File: src/rtl/core/acf_pkg.sv
// Shared types, constants and tables for the adaptive complementary filter.
package acf_pkg;

  localparam int CORDIC_STEPS_DEF = 16;
  localparam int ATAN_LEN         = 24;
  localparam int QUEUE_DEPTH      = 2;

  localparam int PI_Q      = 51472;
  localparam int TWO_PI_Q  = 102944;
  localparam int HALF_PI_Q = 25736;
  localparam int ONE_G     = 16384;

  localparam logic [24:0] DEG_TO_RAD_Q30 = 25'd18740330;
  localparam logic [27:0] HALF_PI_Z      = 28'd26353589;

  localparam logic [15:0] RST_PERIOD   = 16'd655;
  localparam logic [14:0] RST_ERR_LO   = 15'd819;
  localparam logic [14:0] RST_ERR_HI   = 15'd2458;
  localparam logic [15:0] RST_G_STEADY = 16'd58982;
  localparam logic [15:0] RST_G_MIDDLE = 16'd62259;
  localparam logic [15:0] RST_G_DYN    = 16'd64553;

  localparam logic [1:0] CLS_STEADY  = 2'd0;
  localparam logic [1:0] CLS_MIDDLE  = 2'd1;
  localparam logic [1:0] CLS_DYNAMIC = 2'd2;

  typedef enum logic [2:0] {
    REG_PERIOD   = 3'd0,
    REG_ERR_LO   = 3'd1,
    REG_ERR_HI   = 3'd2,
    REG_G_STEADY = 3'd3,
    REG_G_MIDDLE = 3'd4,
    REG_G_DYN    = 3'd5
  } acf_reg_t;

  typedef struct packed {
    logic [15:0] period;
    logic [14:0] err_lo;
    logic [14:0] err_hi;
    logic [15:0] g_steady;
    logic [15:0] g_middle;
    logic [15:0] g_dynamic;
  } acf_cfg_t;

  typedef struct packed {
    logic signed [15:0] rate;
    logic signed [15:0] ax;
    logic signed [15:0] ay;
    logic signed [15:0] az;
    logic [31:0]        ax2;
    logic [31:0]        ay2;
    logic [31:0]        az2;
  } acf_item_t;

  // atan(2^-i) in 1/2^24 rad
  function automatic logic [23:0] atan_entry(input logic [4:0] i);
    logic [23:0] v;
    case (i)
      5'd0:  v = 24'd13176795;
      5'd1:  v = 24'd7778716;
      5'd2:  v = 24'd4110060;
      5'd3:  v = 24'd2086331;
      5'd4:  v = 24'd1047214;
      5'd5:  v = 24'd524117;
      5'd6:  v = 24'd262123;
      5'd7:  v = 24'd131069;
      5'd8:  v = 24'd65536;
      5'd9:  v = 24'd32768;
      5'd10: v = 24'd16384;
      5'd11: v = 24'd8192;
      5'd12: v = 24'd4096;
      5'd13: v = 24'd2048;
      5'd14: v = 24'd1024;
      5'd15: v = 24'd512;
      5'd16: v = 24'd256;
      5'd17: v = 24'd128;
      5'd18: v = 24'd64;
      5'd19: v = 24'd32;
      5'd20: v = 24'd16;
      5'd21: v = 24'd8;
      5'd22: v = 24'd4;
      5'd23: v = 24'd2;
      default: v = 24'd0;
    endcase
    return v;
  endfunction

endpackage

File: src/rtl/core/acf_if.sv
// Channel interfaces: sample input, result output, register write.
interface acf_in_if;
  logic               valid;
  logic               ready;
  logic signed [15:0] rate_roll;
  logic signed [15:0] accel_fwd;
  logic signed [15:0] accel_side;
  logic signed [15:0] accel_vert;
  modport source (output valid, rate_roll, accel_fwd, accel_side, accel_vert, input ready);
  modport sink   (input valid, rate_roll, accel_fwd, accel_side, accel_vert, output ready);
endinterface


File: src/rtl/core/acf_front.sv
// Front end: accepts samples, squares the accel axes, hands words to the queue.
module acf_front (
  input  logic              clk,
  input  logic              rst_n,
  acf_in_if.sink            in_ch,
  output logic              push,
  input  logic              full,
  output acf_pkg::acf_item_t item
);

  logic               stv_r;
  acf_pkg::acf_item_t stage_r;
  logic               acc;
  logic signed [31:0] sx, sy, sz;

  assign push        = stv_r && !full;
  assign in_ch.ready = !stv_r || !full;
  assign acc         = in_ch.valid && in_ch.ready;
  assign item        = stage_r;

  // widen before squaring so the product is formed at full width
  assign sx = 32'(in_ch.accel_fwd);
  assign sy = 32'(in_ch.accel_side);
  assign sz = 32'(in_ch.accel_vert);

  always_ff @(posedge clk) begin
    if (!rst_n) begin
      stv_r <= 1'b0;
    end else if (acc) begin
      stv_r <= 1'b1;
    end else if (push) begin
      stv_r <= 1'b0;
    end
  end

  always_ff @(posedge clk) begin
    if (acc) begin
      stage_r.rate <= in_ch.rate_roll;
      stage_r.ax   <= in_ch.accel_fwd;
      stage_r.ay   <= in_ch.accel_side;
      stage_r.az   <= in_ch.accel_vert;
      stage_r.ax2  <= 32'(sx * sx);
      stage_r.ay2  <= 32'(sy * sy);
      stage_r.az2  <= 32'(sz * sz);
    end
  end

endmodule

File: src/flat_wrapper.sv
// flat-port wrapper written by rule: the top's interface ports become plain ports
module acf_front_flat 
  (clk, rst_n, push, full, item, in_ch_valid, in_ch_rate_roll, in_ch_accel_fwd, in_ch_accel_side, in_ch_accel_vert, in_ch_ready);
  acf_in_if in_ch_i ();
  input  logic clk;
  input  logic rst_n;
  output logic push;
  input  logic full;
  output acf_pkg::acf_item_t item;
  input wire logic [$bits(in_ch_i.valid)-1:0] in_ch_valid;
  input wire logic [$bits(in_ch_i.rate_roll)-1:0] in_ch_rate_roll;
  input wire logic [$bits(in_ch_i.accel_fwd)-1:0] in_ch_accel_fwd;
  input wire logic [$bits(in_ch_i.accel_side)-1:0] in_ch_accel_side;
  input wire logic [$bits(in_ch_i.accel_vert)-1:0] in_ch_accel_vert;
  output wire logic [$bits(in_ch_i.ready)-1:0] in_ch_ready;
  assign in_ch_i.valid = in_ch_valid;
  assign in_ch_i.rate_roll = in_ch_rate_roll;
  assign in_ch_i.accel_fwd = in_ch_accel_fwd;
  assign in_ch_i.accel_side = in_ch_accel_side;
  assign in_ch_i.accel_vert = in_ch_accel_vert;
  assign in_ch_ready = in_ch_i.ready;
  acf_front u_core (.clk(clk), .rst_n(rst_n), .in_ch(in_ch_i), .push(push), .full(full), .item(item));
endmodule
File: config.mk
export PLATFORM = sky130hd
export DESIGN_NAME = acf_front_flat
export DESIGN_NICKNAME = d
export VERILOG_FILES = /design/src/rtl/core/acf_pkg.sv /design/src/rtl/core/acf_if.sv /design/src/rtl/core/acf_front.sv /design/src/flat_wrapper.sv
export SDC_FILE = /design/constraint.sdc
export NUM_CORES = 2
export LEC_CHECK = 0
export BUFFER_PORTS_ARGS = -buffer_cell sky130_fd_sc_hd__buf_2
export CAP_MARGIN = 40
export CORE_ASPECT_RATIO = 1.2
export CORE_UTILIZATION = 40
export DETAILED_ROUTE_END_ITERATION = 16
export RECOVER_POWER = 50
export SYNTH_ARGS = -nofsm -noshare
export SYNTH_HDL_FRONTEND = slang
export SYNTH_SLANG_ARGS = --single-unit
export TNS_END_PERCENT = 10
File: constraint.sdc
create_clock -name clk -period 18.5 [get_ports clk]
set_input_delay 0 -clock clk [delete_from_list [all_inputs] [get_ports clk]]
set_output_delay 0 -clock clk [all_outputs]
set_load 0.02 [all_outputs]
==> flow_results.org <==
** Timing
- Final setup slack of the worst path :: 11.03 ns
- After layout, the minimum clock period comes to 7.47 ns.
- Worst-case clock skew :: 0.0115 ns
- Setup repair after global routing left no endpoint under its margin.
- Setup violations remaining at the end of the flow were counted as 0.
- Normalized max-slew margin :: -113%
- For this run, the top clock speed supported by timing is 134 MHz.
- Worst Tran Pin Value :: 3.19 ns
- Period utilization :: 40.4%
- The number of max-slew violations in the final report came to 46.
- Total negative setup slack :: 0 ns
- The count of final hold-check violations is 0.

** Logic synthesis
- Yosys attributes the largest share of cell area to fa_1 45%, edfxtp_1 15%, inv_1 11%, ha_1 10%, nand2_1 3.0%.
- The average instance in the mapped netlist occupies 10.1 um^2.
- Post-synth cell types :: 73
- Flop and latch count out of synthesis :: 155
- Yosys Warn Count :: 0
- The synthesized design spends more area on one cell type than any other, namely fa_1.
- Total standard cell area after synthesis :: 0.0316 mm^2
- Cells after synthesis :: 3,124
- Synth async-reset ratio :: 0%
- Number of enable-type register cells in the synthesized netlist :: 154
- The most used flip-flop cell after synthesis is edfxtp_1.
- Sequential elements use 14.7% of the synthesized area.
- Portion of synthesized cell area occupied by the leading cell type :: 44.6%

** Global routing
- Global routing consumed, over all layers together, 19.1% of the routing resources.
- Entering global routing, the biggest net connects 46 pins.
- The initial antenna violation count came to 2.
- For this run the aggregate overflow at the end of global routing stands at 0.
- Vias in the first global route :: 23,189
- First-pass GRT wire length :: 118,000 um

** Clock tree
- Post-CTS timing repair inserted 0 buffers for setup.
- Clock tree synthesis selected as its root buffer the cell clkbuf_16.
- CTS Buf Count :: 17
- The H-tree was split into 4 levels.
- Clock transition at the registers of the reported paths :: 0.09 ns
- CTS tree :: yes
- Worst skew pair latency :: 0.51 ns
- The clock net in this run drives a total of 155 sinks.
- Maximum count of clock buffers along a single path :: 2

** Placed design
- Port Buf Inserts :: 226
- Detailed-placement wirelength estimate :: 58,400 um
- At the end of routability-driven placement, the weighted congestion stood at 0.858.
- Pre-CTS setup slack :: 11.58 ns

** Hold path
- Type of the worst min-delay path :: input pin to flip-flop

** Floorplanning
- Die width :: 259 um
- Die outline height :: 310 um
- Row count :: 112
- In this run the count of I/O pins placed on the die edge is 230.
- Die area :: 0.0801 mm^2
- Once the floorplan was initialized, standard cells occupied 40.5% of the core.
- Core Footprint :: 0.0779 mm^2

** Setup path
- In this design, the critical path's most frequently occurring cell is fa_1.
- In this run the worst path has a maximum fanout of 20.
- Type of the worst setup path :: input pin to flip-flop
- STA puts the critical path data required time at 18.76 ns.
- Critical-path top delay cell :: clkbuf_1
- The worst setup path is captured at a flip-flop.
- The worst setup path is launched from an input pin.
- Crit-path max cell delay :: 0.72 ns
- Grouping stages by cell kind, the critical path spends the most delay in adder cells.
- Together, buffers and inverters on the worst path number 5.
- Crit path arrival time :: 7.73 ns
- Worst path cell trace :: dlygate4sd3_1 -> clkbuf_1 -> inv_1 -> nor2_1 -> fa_1 -> fa_1 -> fa_1 -> fa_1 -> fa_1 -> inv_1 -> fa_1 -> inv_1 -> ha_1 -> and4_1 -> and4_1 -> a221oi_1 -> a21oi_1 -> o21ai_1 -> o2111ai_1 -> a21oi_1 -> xnor2_1

** Routing
- Via count :: 20,726
- In this run, the number of DRC markers left after iteration 0 of detailed routing was 896.
- Drt wl/cell :: 16.0 um
- Vias per cell :: 4.71
- The first TritonRoute pass finished after 5 iterations.
- After detailed routing, the number of remaining DRC violations is 0.
- Remaining antenna violation count after routing :: 0
- Post-detailed-routing wire length :: 70,400 um

** Outcome
- The checks that failed: max-capacitance violations, max-slew violations.
- Result of the run :: complete, but fails checks

** Cells and area
- Antenna diode count :: 0
- Measured on the finished design, the core utilization comes to 44.6%.
- Cells with a size suffix above 1 make up 2.61% of the layout.
- Leaving out fill and tap cells, the most frequent cells in the layout are 956 x inv_1, 704 x fa_1, 265 x ha_1, 253 x nand2_1, 207 x clkbuf_1.
- Compared with the post-synthesis result, the final layout area differs by 9.97%.
- The library cell used most frequently in the layout, excluding fill and tap cells, is inv_1.
- Layout net count :: 4,397

** Flow run
- Max-cap violations :: 1
layer usage:
metal | track usage [%] | vias up | part of all wire, %
met5 | 0 | - | 0.018
met4 | 6.98 | 2 | 2.9
met3 | 2.10 | 95 | 3.0
met2 | 34.2 | 342 | 53
met1 | 23.8 | 10557 | 42
li1 | - | 9730 | -
flip-flops by register name, summed over array words and instances (netlist names):
signal / cells
u_core.item: 154
u_core.stv_r: 1
metrics by stage:
step / cell area [um^2] / hold slack [ns] / cells
global placement: 33700 / 0.176 / 4299
CTS: 35000 / 0.147 / 4399
detailed placement: 33700 / 0.179 / 4301
floorplan: 31600 / 0.0781 / 3126
finish: 34700 / 0.194 / 4399
global route: 34700 / 0.173 / 4399
worst paths after layout:
kind | to | depth (start not counted) | slack [ns] | from
setup / recovery | u_core.item[63] | 21 | 11.03 | in_ch_accel_side[15]
hold / removal | u_core.item[149] | 2 | 0.19 | in_ch_rate_roll[5]
setup reg to reg | u_core.item[62] | 4 | 14.40 | u_core.stv_r
hold reg to reg | u_core.stv_r | 3 | 1.09 | u_core.stv_r
area by class of cell:
type | instances | area, um^2
clock buffers | 17 | 425
clock inverters | 15 | 176
fillers | 7673 | 43200
inverters | 956 | 3590
multi-input cells | 1933 | 23000
flip-flops and latches | 155 | 4640
well taps | 1026 | 1280
repair buffers | 297 | 1590
repair_timing:
item,CTS,global route
gates resized for setup,0,0
hold endpoints to repair,66,0
hold buffers,66,0
cells in the mapped netlist, types with 13 or more instances:
cell and instances:
a21o_1 32, a21oi_1 67, and2_1 124, and3_1 15, clkbuf_1 73, edfxtp_1 154
fa_1 704, ha_1 265, inv_1 956, nand2_1 253, nand2b_1 16, nand3_1 27
nor2_1 103, nor2b_1 14, o21ai_0 16, o21ai_1 16, o21bai_1 13, xnor2_1 98
xor2_1 30
logic make-up (layout without fill, tap and decap cells):
logic type	count (synthesis)	in the layout	synth area share [%]
buffers and inverters	1038	1285	12.4
adder cells (fa/ha/maj)	969	969	55.1
AND/OR/NAND/NOR	599	599	9.01
AO/OA/AOI/OAI	229	229	5.04
flip-flops	155	155	14.7
XOR/XNOR	128	128	3.55
multiplexers	5	5	0.162
other	1	3	0.0119
Power is left out: the tool's default activity adds up to more than one toggle a clock period on the data nets, which glitch-free logic cannot reach.
