==> config.mk <==
export PLATFORM = sky130hd
export DESIGN_NAME = acf_fifo
export DESIGN_NICKNAME = d
export VERILOG_FILES = /design/src/rtl/core/acf_pkg.sv /design/src/rtl/core/acf_fifo.sv
export SDC_FILE = /design/constraint.sdc
export NUM_CORES = 1
export LEC_CHECK = 0
export ABC_AREA = 1
export BUFFER_PORTS_ARGS = -buffer_cell sky130_fd_sc_hd__buf_4
export CELL_PAD_IN_SITES_DETAIL_PLACEMENT = 0
export CELL_PAD_IN_SITES_GLOBAL_PLACEMENT = 2
export CORE_MARGIN = 5
export CORE_UTILIZATION = 43
export CTS_BUF_LIST = sky130_fd_sc_hd__clkbuf_4
export CTS_CLUSTER_DIAMETER = 150
export DETAILED_ROUTE_END_ITERATION = 6
export PLACE_DENSITY_LB_ADDON = 0.1
export SYNTH_ARGS = -nofsm -noshare
export SYNTH_HDL_FRONTEND = slang
export SYNTH_SLANG_ARGS = --single-unit
==> constraint.sdc <==
create_clock -name clk -period 21.2 [get_ports clk]
set_input_delay 3.18 -clock clk [delete_from_list [all_inputs] [get_ports clk]]
set_output_delay 3.18 -clock clk [all_outputs]
set_load 0.005 [all_outputs]
==> src/rtl/core/acf_pkg.sv <==
// Shared types, constants and tables for the adaptive complementary filter.
package acf_pkg;

  localparam int CORDIC_STEPS_DEF = 16;
  localparam int ATAN_LEN         = 24;
  localparam int QUEUE_DEPTH      = 2;

  localparam int PI_Q      = 51472;
  localparam int TWO_PI_Q  = 102944;
  localparam int HALF_PI_Q = 25736;
  localparam int ONE_G     = 16384;

  localparam logic [24:0] DEG_TO_RAD_Q30 = 25'd18740330;
  localparam logic [27:0] HALF_PI_Z      = 28'd26353589;

  localparam logic [15:0] RST_PERIOD   = 16'd655;
  localparam logic [14:0] RST_ERR_LO   = 15'd819;
  localparam logic [14:0] RST_ERR_HI   = 15'd2458;
  localparam logic [15:0] RST_G_STEADY = 16'd58982;
  localparam logic [15:0] RST_G_MIDDLE = 16'd62259;
  localparam logic [15:0] RST_G_DYN    = 16'd64553;

  localparam logic [1:0] CLS_STEADY  = 2'd0;
  localparam logic [1:0] CLS_MIDDLE  = 2'd1;
  localparam logic [1:0] CLS_DYNAMIC = 2'd2;

  typedef enum logic [2:0] {
    REG_PERIOD   = 3'd0,
    REG_ERR_LO   = 3'd1,
    REG_ERR_HI   = 3'd2,
    REG_G_STEADY = 3'd3,
    REG_G_MIDDLE = 3'd4,
    REG_G_DYN    = 3'd5
  } acf_reg_t;

  typedef struct packed {
    logic [15:0] period;
    logic [14:0] err_lo;
    logic [14:0] err_hi;
    logic [15:0] g_steady;
    logic [15:0] g_middle;
    logic [15:0] g_dynamic;
  } acf_cfg_t;

  typedef struct packed {
    logic signed [15:0] rate;
    logic signed [15:0] ax;
    logic signed [15:0] ay;
    logic signed [15:0] az;
    logic [31:0]        ax2;
    logic [31:0]        ay2;
    logic [31:0]        az2;
  } acf_item_t;

  // atan(2^-i) in 1/2^24 rad
  function automatic logic [23:0] atan_entry(input logic [4:0] i);
    logic [23:0] v;
    case (i)
      5'd0:  v = 24'd13176795;
      5'd1:  v = 24'd7778716;
      5'd2:  v = 24'd4110060;
      5'd3:  v = 24'd2086331;
      5'd4:  v = 24'd1047214;
      5'd5:  v = 24'd524117;
      5'd6:  v = 24'd262123;
      5'd7:  v = 24'd131069;
      5'd8:  v = 24'd65536;
      5'd9:  v = 24'd32768;
      5'd10: v = 24'd16384;
      5'd11: v = 24'd8192;
      5'd12: v = 24'd4096;
      5'd13: v = 24'd2048;
      5'd14: v = 24'd1024;
      5'd15: v = 24'd512;
      5'd16: v = 24'd256;
      5'd17: v = 24'd128;
      5'd18: v = 24'd64;
      5'd19: v = 24'd32;
      5'd20: v = 24'd16;
      5'd21: v = 24'd8;
      5'd22: v = 24'd4;
      5'd23: v = 24'd2;
      default: v = 24'd0;
    endcase
    return v;
  endfunction

endpackage

==> src/rtl/core/acf_fifo.sv <==
// Short queue between front and back end.
module acf_fifo #(
  parameter int DEPTH = acf_pkg::QUEUE_DEPTH
) (
  input  logic               clk,
  input  logic               rst_n,
  input  logic               push,
  input  acf_pkg::acf_item_t wdata,
  output logic               full,
  input  logic               pop,
  output logic               nempty,
  output acf_pkg::acf_item_t rdata
);

  localparam int PW = (DEPTH > 1) ? $clog2(DEPTH) : 1;

  acf_pkg::acf_item_t mem [DEPTH];
  logic [PW-1:0] wp_r, rp_r;
  logic [PW:0]   cnt_r;

  assign full   = (cnt_r == (PW+1)'(DEPTH));
  assign nempty = (cnt_r != '0);
  assign rdata  = mem[rp_r];

  function automatic logic [PW-1:0] bump(input logic [PW-1:0] p);
    return (p == PW'(DEPTH-1)) ? '0 : p + 1'b1;
  endfunction

  always_ff @(posedge clk) begin
    if (!rst_n) begin
      wp_r  <= '0;
      rp_r  <= '0;
      cnt_r <= '0;
    end else begin
      if (push) wp_r <= bump(wp_r);
      if (pop)  rp_r <= bump(rp_r);
      if (push && !pop) cnt_r <= cnt_r + 1'b1;
      else if (pop && !push) cnt_r <= cnt_r - 1'b1;
    end
  end

  always_ff @(posedge clk) begin
    if (push) mem[wp_r] <= wdata;
  end

endmodule

==> impl_results.html, run 1 <==
<table>
<tr><th>Metric</th><th>Value</th></tr>
<tr><th colspan="2">Die</th></tr>
<tr><td>Std-Cell Rows</td><td>61</td></tr>
<tr><td>Area of the die</td><td>0.0318 mm^2</td></tr>
<tr><td>Die width</td><td>178 um</td></tr>
<tr><td>Die Span Y</td><td>178 um</td></tr>
<tr><td>I/O pin cnt</td><td>326</td></tr>
<tr><td>Core Region</td><td>0.0279 mm^2</td></tr>
<tr><td>Initial Utilization</td><td>43.7%</td></tr>
<tr><th colspan="2">Clock tree</th></tr>
<tr><td>Setup fix buffers added after clock tree synthesis</td><td>0</td></tr>
<tr><td>Number of cells upsized or downsized after cts</td><td>0</td></tr>
<tr><td>Worst-path clk slew</td><td>60 ps</td></tr>
<tr><td>Hold bufs inserted after CTS</td><td>0</td></tr>
<tr><td>Level count of the clock H-tree</td><td>3</td></tr>
<tr><td>Number of CTS-inserted buffers</td><td>85</td></tr>
<tr><td>Maximum number of buffers from clock root to sink</td><td>3</td></tr>
<tr><td>Root cell of the clock tree</td><td>clkbuf_4</td></tr>
<tr><td>Worst skew pair latency</td><td>650 ps</td></tr>
<tr><td>Clock tree from TritonCTS</td><td>done</td></tr>
<tr><td>Number of clock sinks</td><td>325</td></tr>
<tr><th colspan="2">Yosys</th></tr>
<tr><td>Number of distinct standard cells referenced by the synthesized netlist</td><td>14</td></tr>
<tr><td>Synthesized netlist net count</td><td>698</td></tr>
<tr><td>Count of synthesis-stage warnings from yosys</td><td>0</td></tr>
<tr><td>Most instantiated library cell after synthesis</td><td>edfxtp_1</td></tr>
<tr><td>Fraction of registers with async set/reset</td><td>0%</td></tr>
<tr><td>Synth Register Bits</td><td>325</td></tr>
<tr><td>Post-Synth Simple-Gate Area</td><td>0.616%</td></tr>
<tr><td>Main combinational cell family by area after synthesis</td><td>multiplexers</td></tr>
<tr><td>Portion of the post-synthesis area used by sequential elements</td><td>79.7%</td></tr>
<tr><td>EDFF count, synth</td><td>320</td></tr>
<tr><td>Fraction of synthesized area in multiplexers</td><td>17.9%</td></tr>
<tr><td>Top cells by area, synth</td><td>edfxtp_1 79%, mux2_4 12%, mux2_2 5.5%</td></tr>
<tr><td>Avg Synthesized Cell Area</td><td>22.9 um^2</td></tr>
<tr><td>Arithmetic-cell share of the synthesized area counting full adders, half adders and majority gates</td><td>0.103%</td></tr>
<tr><td>Synth Area in XOR/XNOR</td><td>0%</td></tr>
<tr><td>Cell type with the highest aggregate area in the netlist</td><td>edfxtp_1</td></tr>
<tr><td>Fraction of the mapped netlist area in compound gates</td><td>0.0822%</td></tr>
<tr><td>Netlist area before placement</td><td>0.0122 mm^2</td></tr>
<tr><td>Fraction of post-synthesis cell area in the top cell type by area</td><td>78.9%</td></tr>
<tr><td>Synth Instances</td><td>533</td></tr>
<tr><td>Synth Flop Type</td><td>edfxtp_1</td></tr>
<tr><td>Most frequent cells after synthesis</td><td>320 x edfxtp_1, 100 x mux2_4, 60 x mux2_2, 12 x buf_6, 9 x nand2_1</td></tr>
<tr><th colspan="2">STA</th></tr>
<tr><td>Final critical-path share of the clock period</td><td>29.2%</td></tr>
<tr><td>Clock period minus final worst setup slack</td><td>6200 ps</td></tr>
<tr><td>Final-layout setup total negative slack</td><td>0 ps</td></tr>
<tr><td>Endpoints failing setup</td><td>0</td></tr>
<tr><td>Tightest slew margin relative to the limit</td><td>21.7%</td></tr>
<tr><td>Transition at the pin with the smallest max-transition slack</td><td>1180 ps</td></tr>
<tr><td>Post-Route Hold Slack</td><td>506 ps</td></tr>
<tr><td>Pins over their slew limit</td><td>0</td></tr>
<tr><td>Clock skew</td><td>19.5 ps</td></tr>
<tr><td>Hold Fails Final Rpt</td><td>0</td></tr>
<tr><td>Maximum clock frequency</td><td>161 MHz</td></tr>
<tr><td>Unrepaired setup endpoints after global routing</td><td>false</td></tr>
<tr><th colspan="2">Worst setup path</th></tr>
<tr><td>Kind of launch point of the worst setup path</td><td>flop</td></tr>
<tr><td>Worst setup EP type</td><td>output port</td></tr>
<tr><td>Required time at the endpoint of the critical path</td><td>18020 ps</td></tr>
<tr><td>Type of the worst setup path</td><td>reg -&gt; out</td></tr>
<tr><td>Maximum net fanout on the critical path</td><td>61</td></tr>
<tr><td>Data arrival time of the worst path</td><td>3020 ps</td></tr>
<tr><th colspan="2">Power and ir drop</th></tr>
<tr><td>Leakage power</td><td>6.32 nW</td></tr>
<tr><td>P per Cell Area</td><td>88.3 mW/mm^2</td></tr>
<tr><td>Peak supply drop</td><td>52.2 uV</td></tr>
<tr><th colspan="2">Cells and area</th></tr>
<tr><td>Fraction of layout cells with a size suffix above 1</td><td>62.7%</td></tr>
<tr><td>Net total in the final layout</td><td>1097</td></tr>
<tr><td>Area Growth Syn to Fin</td><td>31.5%</td></tr>
<tr><td>Fillers</td><td>2218</td></tr>
<tr><th colspan="2">Routing</th></tr>
<tr><td>1st-pass router iterations</td><td>4</td></tr>
<tr><td>Iter 0 DRT Violations</td><td>283</td></tr>
<tr><td>Wirelength per Cell</td><td>19.2 um</td></tr>
<tr><td>Vias after detailed routing</td><td>6340</td></tr>
<tr><td>DRT antenna net count</td><td>0</td></tr>
<tr><td>Total Wirelength</td><td>26200 um</td></tr>
<tr><td>Average via count per standard cell</td><td>4.63</td></tr>
<tr><td>DRC viols</td><td>0</td></tr>
<tr><th colspan="2">GRT</th></tr>
<tr><td>Number of global-route vias before repair</td><td>6980</td></tr>
<tr><td>Largest net degree at the start of global routing</td><td>85</td></tr>
<tr><td>Initial antenna violation count</td><td>2</td></tr>
<tr><td>First-pass GRT wire length</td><td>38100 um</td></tr>
<tr><td>Tot GR Track Use</td><td>16.0%</td></tr>
<tr><td>Grt ovf</td><td>0</td></tr>
<tr><th colspan="2">Flow run</th></tr>
<tr><td>Max-capacitance violation count</td><td>0</td></tr>
<tr><th colspan="2">Placement</th></tr>
<tr><td>Placer's final routability congestion estimate</td><td>0.733</td></tr>
<tr><td>Half-perimeter wire length after detailed placement</td><td>17700 um</td></tr>
<tr><td>Number of buffers inserted by port buffering</td><td>325</td></tr>
<tr><th colspan="2">Worst hold path</th></tr>
<tr><td>Hold Path Class</td><td>reg -&gt; reg</td></tr>
<tr><th colspan="2">Status</th></tr>
<tr><td>Run status</td><td>finished clean</td></tr>
</table>
## cells by family after synthesis
family                     after synthesis
adders and majority gates                1
muxes                                  160
AOI/OAI and AO/OA                        2
DFF                                    325
buffers and inverters                   26
and+or+nand+nor                         19
## cell usage in the layout, fill, tap and decap left out, types with 2 or more instances in the layout
master,count
clkinvlp_4,3
dfxtp_1,4
clkinv_1,17
inv_1,7
nand2_1,9
edfxtp_1,320
clkinv_2,3
inv_2,2
clkbuf_4,119
nor2_1,7
buf_4,330
mux2_2,60
mux2_4,100
## metrics by stage
step | area [um^2] | instances | worst slack [ps] | utilization (%) | power (W)
after CTS | 16000 | 1368 | 14880 | 57.5 | 0.00144
after global placement | 15000 | 1223 | 15690 | 53.8 | 0.000920
final | 16000 | 1369 | 15000 | 57.5 | 0.00141
after detailed placement | 15000 | 1223 | 15650 | 53.8 | 0.000925
after global routing | 16000 | 1369 | 14780 | 57.5 | 0.00149
after floorplan | 12200 | 533 | 10600 | - | 0.000843
## cell type report
cell class              instances  area (um^2)  area share [%]
flip-flops and latches        325         9710            60.6
well taps                     378          473            2.95
clock inverters                26          139           0.867
clock buffers                 119          893            5.58
repair buffers                330         2480            15.5
diodes                          1         2.50          0.0156
inverters                       8         35.0           0.219
multi-input cells             182         2280            14.2
## worst max-delay path, stage by stage, from the launching register on
cell,delay [ps]
dfxtp_4,780
buf_4,930
mux2_2,430
buf_4,140
## flip-flops by register name, indices dropped and copies added, names as in the netlist, named ones only
name / flops
mem: 320
wp_r: 1
cnt_r: 2
rp_r: 1
## per-layer routing
| metal | part of all wire, % | global-route usage, % | up-vias |
|---|---|---|---|
| met5 | 0.034 | 0 | - |
| met4 | 2.1 | 6.49 | 2 |
| met3 | 12 | 8.29 | 36 |
| met2 | 50 | 27.2 | 264 |
| met1 | 36 | 16.6 | 3082 |
| li1 | - | - | 2956 |
## final timing paths
kind | from | end | slack [ps] | cells past startpoint
worst min-delay path | rp_r | flop | 510 | 2
worst max register to register | wp_r | mem[1][6] | 18570 | 3
worst min register to register | rp_r | flop | 510 | 2
worst max-delay path | flop | rdata[139] | 15000 | 3
## report_power, final
part	switching (W)	total [W]	internal, W
registers	0.0000103	0.000755	0.000745
logic	0.0000621	0.000152	0.0000902
clock network	0.000237	0.000507	0.000271
total	0.000309	0.00141	0.00111
No activity file was read; power rests on OpenSTA's default activity.
==> run 2, diff against run 1 <==
--- a/config.mk
+++ b/config.mk
@@ -10,7 +10,7 @@
 export CELL_PAD_IN_SITES_DETAIL_PLACEMENT = 0
 export CELL_PAD_IN_SITES_GLOBAL_PLACEMENT = 2
 export CORE_MARGIN = 5
-export CORE_UTILIZATION = 43
+export CORE_UTILIZATION = 36
 export CTS_BUF_LIST = sky130_fd_sc_hd__clkbuf_4
 export CTS_CLUSTER_DIAMETER = 150
 export DETAILED_ROUTE_END_ITERATION = 6
==> constraint.sdc (replaced) <==
create_clock -name clk -period 5 [get_ports clk]
set_input_delay 0.75 -clock clk [delete_from_list [all_inputs] [get_ports clk]]
set_output_delay 0.75 -clock clk [all_outputs]
set_load 0.005 [all_outputs]
==> impl_results.html, run 2 (synthesis results as in run 1) <==
<table>
<tr><th>Metric</th><th>Value</th></tr>
<tr><th colspan="2">Status</th></tr>
<tr><td>Run status</td><td>finished clean</td></tr>
<tr><th colspan="2">Placement</th></tr>
<tr><td>Placer's final routability congestion estimate</td><td>0.750</td></tr>
<tr><td>Number of buffers inserted by port buffering</td><td>325</td></tr>
<tr><td>Half-perimeter wire length after detailed placement</td><td>18200 um</td></tr>
<tr><td>Number of cells after detailed placement</td><td>1292</td></tr>
<tr><th colspan="2">Routing</th></tr>
<tr><td>1st-pass router iterations</td><td>4</td></tr>
<tr><td>Total Wirelength</td><td>27300 um</td></tr>
<tr><td>Iter 0 DRT Violations</td><td>261</td></tr>
<tr><td>DRC viols</td><td>0</td></tr>
<tr><td>Routed length on met1</td><td>10500 um</td></tr>
<tr><td>Detailed route wirelength on metal2</td><td>13300 um</td></tr>
<tr><td>Average via count per standard cell</td><td>4.44</td></tr>
<tr><td>Vias after detailed routing</td><td>6398</td></tr>
<tr><td>Met3 wire length</td><td>2660 um</td></tr>
<tr><td>Wirelength per Cell</td><td>18.9 um</td></tr>
<tr><td>Uppermost routed layer</td><td>met5</td></tr>
<tr><td>DRT antenna net count</td><td>0</td></tr>
<tr><th colspan="2">Cells and area</th></tr>
<tr><td>Area Growth Syn to Fin</td><td>33.2%</td></tr>
<tr><td>Commonest non-fill, non-tap cell in the layout</td><td>buf_4</td></tr>
<tr><td>Max FFs per register</td><td>320</td></tr>
<tr><td>Filler-free cell count of the finished design</td><td>1441</td></tr>
<tr><td>Register with the highest flop count</td><td>mem</td></tr>
<tr><td>Top library cells by usage in the layout, fill and taps aside</td><td>325 x buf_4, 320 x edfxtp_1, 131 x clkbuf_4</td></tr>
<tr><td>Net total in the final layout</td><td>1100</td></tr>
<tr><td>Fraction of layout cells with a size suffix above 1</td><td>63.7%</td></tr>
<tr><td>Largest regs</td><td>mem: 320 flops, cnt_r: 2 flops</td></tr>
<tr><td>Fillers</td><td>2880</td></tr>
<tr><th colspan="2">Power and ir drop</th></tr>
<tr><td>P per Cell Area</td><td>379 mW/mm^2</td></tr>
<tr><td>Overall power of the completed layout</td><td>0.00615 W</td></tr>
<tr><td>Leakage power</td><td>6.38 nW</td></tr>
<tr><td>Peak supply drop</td><td>212 uV</td></tr>
<tr><th colspan="2">STA</th></tr>
<tr><td>Clock skew</td><td>24.7 ps</td></tr>
<tr><td>Maximum clock frequency</td><td>285 MHz</td></tr>
<tr><td>Endpoints failing setup</td><td>0</td></tr>
<tr><td>Tightest slew margin relative to the limit</td><td>35.5%</td></tr>
<tr><td>Final-layout setup total negative slack</td><td>0 ps</td></tr>
<tr><td>Transition at the pin with the smallest max-transition slack</td><td>967 ps</td></tr>
<tr><td>Pins over their slew limit</td><td>0</td></tr>
<tr><td>Hold Fails Final Rpt</td><td>0</td></tr>
<tr><td>Final critical-path share of the clock period</td><td>70.1%</td></tr>
<tr><td>Unrepaired setup endpoints after global routing</td><td>false</td></tr>
<tr><td>Clock period minus final worst setup slack</td><td>3500 ps</td></tr>
<tr><th colspan="2">Clock tree</th></tr>
<tr><td>Clock tree from TritonCTS</td><td>done</td></tr>
<tr><td>Number of clock sinks</td><td>325</td></tr>
<tr><td>Worst skew pair latency</td><td>720 ps</td></tr>
<tr><td>Number of CTS-inserted buffers</td><td>89</td></tr>
<tr><td>Worst-path clk slew</td><td>60 ps</td></tr>
<tr><td>Number of cells upsized or downsized after cts</td><td>0</td></tr>
<tr><td>Hold bufs inserted after CTS</td><td>0</td></tr>
<tr><td>Setup fix buffers added after clock tree synthesis</td><td>0</td></tr>
<tr><td>Level count of the clock H-tree</td><td>3</td></tr>
<tr><td>Root cell of the clock tree</td><td>clkbuf_4</td></tr>
<tr><td>Maximum number of buffers from clock root to sink</td><td>3</td></tr>
<tr><th colspan="2">Worst setup path</th></tr>
<tr><td>Kind of launch point of the worst setup path</td><td>flop</td></tr>
<tr><td>Cell family contributing the most delay on the critical path</td><td>flip-flops</td></tr>
<tr><td>Register-to-Register Setup Slack</td><td>2880 ps</td></tr>
<tr><td>Total number of cells along the worst setup path</td><td>3</td></tr>
<tr><td>Data arrival time of the worst path</td><td>2750 ps</td></tr>
<tr><td>Buffers and inverters on the worst path</td><td>2</td></tr>
<tr><td>Master of the slowest instance on the critical path</td><td>dfxtp_4</td></tr>
<tr><td>Type of the worst setup path</td><td>reg -&gt; out</td></tr>
<tr><td>Required time at the endpoint of the critical path</td><td>4250 ps</td></tr>
<tr><td>Worst setup EP type</td><td>output port</td></tr>
<tr><td>End of the worst register-to-register path</td><td>mem[1][81]</td></tr>
<tr><td>Start of the worst register-to-register path</td><td>wp_r</td></tr>
<tr><td>Destination of the critical timing path</td><td>rdata[4]</td></tr>
<tr><td>Worst stage delay on the critical path</td><td>980 ps</td></tr>
<tr><td>Worst Reg-to-Reg Cells</td><td>3</td></tr>
<tr><td>List of cells traversed by the critical path</td><td>buf_12 -&gt; mux2_2 -&gt; buf_4</td></tr>
<tr><td>Maximum net fanout on the critical path</td><td>60</td></tr>
<tr><th colspan="2">GRT</th></tr>
<tr><td>Grt ovf</td><td>0</td></tr>
<tr><td>Largest net degree at the start of global routing</td><td>161</td></tr>
<tr><td>Number of global-route vias before repair</td><td>7217</td></tr>
<tr><td>Initial antenna violation count</td><td>2</td></tr>
<tr><td>Tot GR Track Use</td><td>14.2%</td></tr>
<tr><td>First-pass GRT wire length</td><td>41100 um</td></tr>
<tr><th colspan="2">Die</th></tr>
<tr><td>Die width</td><td>194 um</td></tr>
<tr><td>Area of the die</td><td>0.0376 mm^2</td></tr>
<tr><td>Initial Utilization</td><td>36.4%</td></tr>
<tr><td>Core Region</td><td>0.0334 mm^2</td></tr>
<tr><td>Die Span Y</td><td>194 um</td></tr>
<tr><td>I/O pin cnt</td><td>326</td></tr>
<tr><td>Std-Cell Rows</td><td>67</td></tr>
<tr><th colspan="2">Worst hold path</th></tr>
<tr><td>Hold Path Class</td><td>in -&gt; reg</td></tr>
<tr><th colspan="2">Flow run</th></tr>
<tr><td>Max-capacitance violation count</td><td>0</td></tr>
</table>
-- run 2: stage by stage --
stage          setup WS [ps]  utilization [%]  hold slack, ps  area (um^2)
3_5_place_dp            2140             45.2             489        15100
6_report                1500             48.5             209        16200
4_1_cts                 1310             48.5            89.4        16200
3_3_place_gp            2190             45.2             475        15100
5_1_grt                 1230             48.5            90.1        16200
2_1_floorplan            570                -             463        12200
-- run 2: area by class of cell --
type / instances / area, um^2 / share of cell area [%]
antenna: 1 / 2.50 / 0.0154
inverter: 8 / 35.0 / 0.216
clock inverter: 17 / 125 / 0.771
multi-input combinational: 182 / 2280 / 14.1
timing repair buffer: 329 / 2520 / 15.5
tap: 448 / 561 / 3.46
clock buffer: 131 / 983 / 6.06
sequential: 325 / 9710 / 59.9
-- run 2: power breakdown --
| group | total [W] | internal, W | switching, W |
|---|---|---|---|
| logic | 0.000650 | 0.000386 | 0.000264 |
| registers | 0.00321 | 0.00316 | 0.0000485 |
| clock network | 0.00229 | 0.00129 | 0.00100 |
| total | 0.00615 | 0.00483 | 0.00132 |
-- run 2: worst min-delay path by stage --
stage	start	to	slack (ps)	cells after the start
after floorplan	rp_r	flop	460	2
after global placement	rp_r	rp_r	470	2
after detailed placement	rp_r	flop	490	2
after CTS	wdata[100]	mem[1][100]	90	1
after global routing	wdata[150]	mem[1][150]	90	1
final	wdata[150]	mem[1][150]	210	1
-- run 2: layer usage --
| layer | vias up | track usage [%] |
|---|---|---|
| met2 | 270 | 22.8 |
| met1 | 3096 | 16.3 |
| li1 | 2964 | - |
| met5 | - | 0 |
| met3 | 66 | 7.07 |
| met4 | 2 | 5.81 |
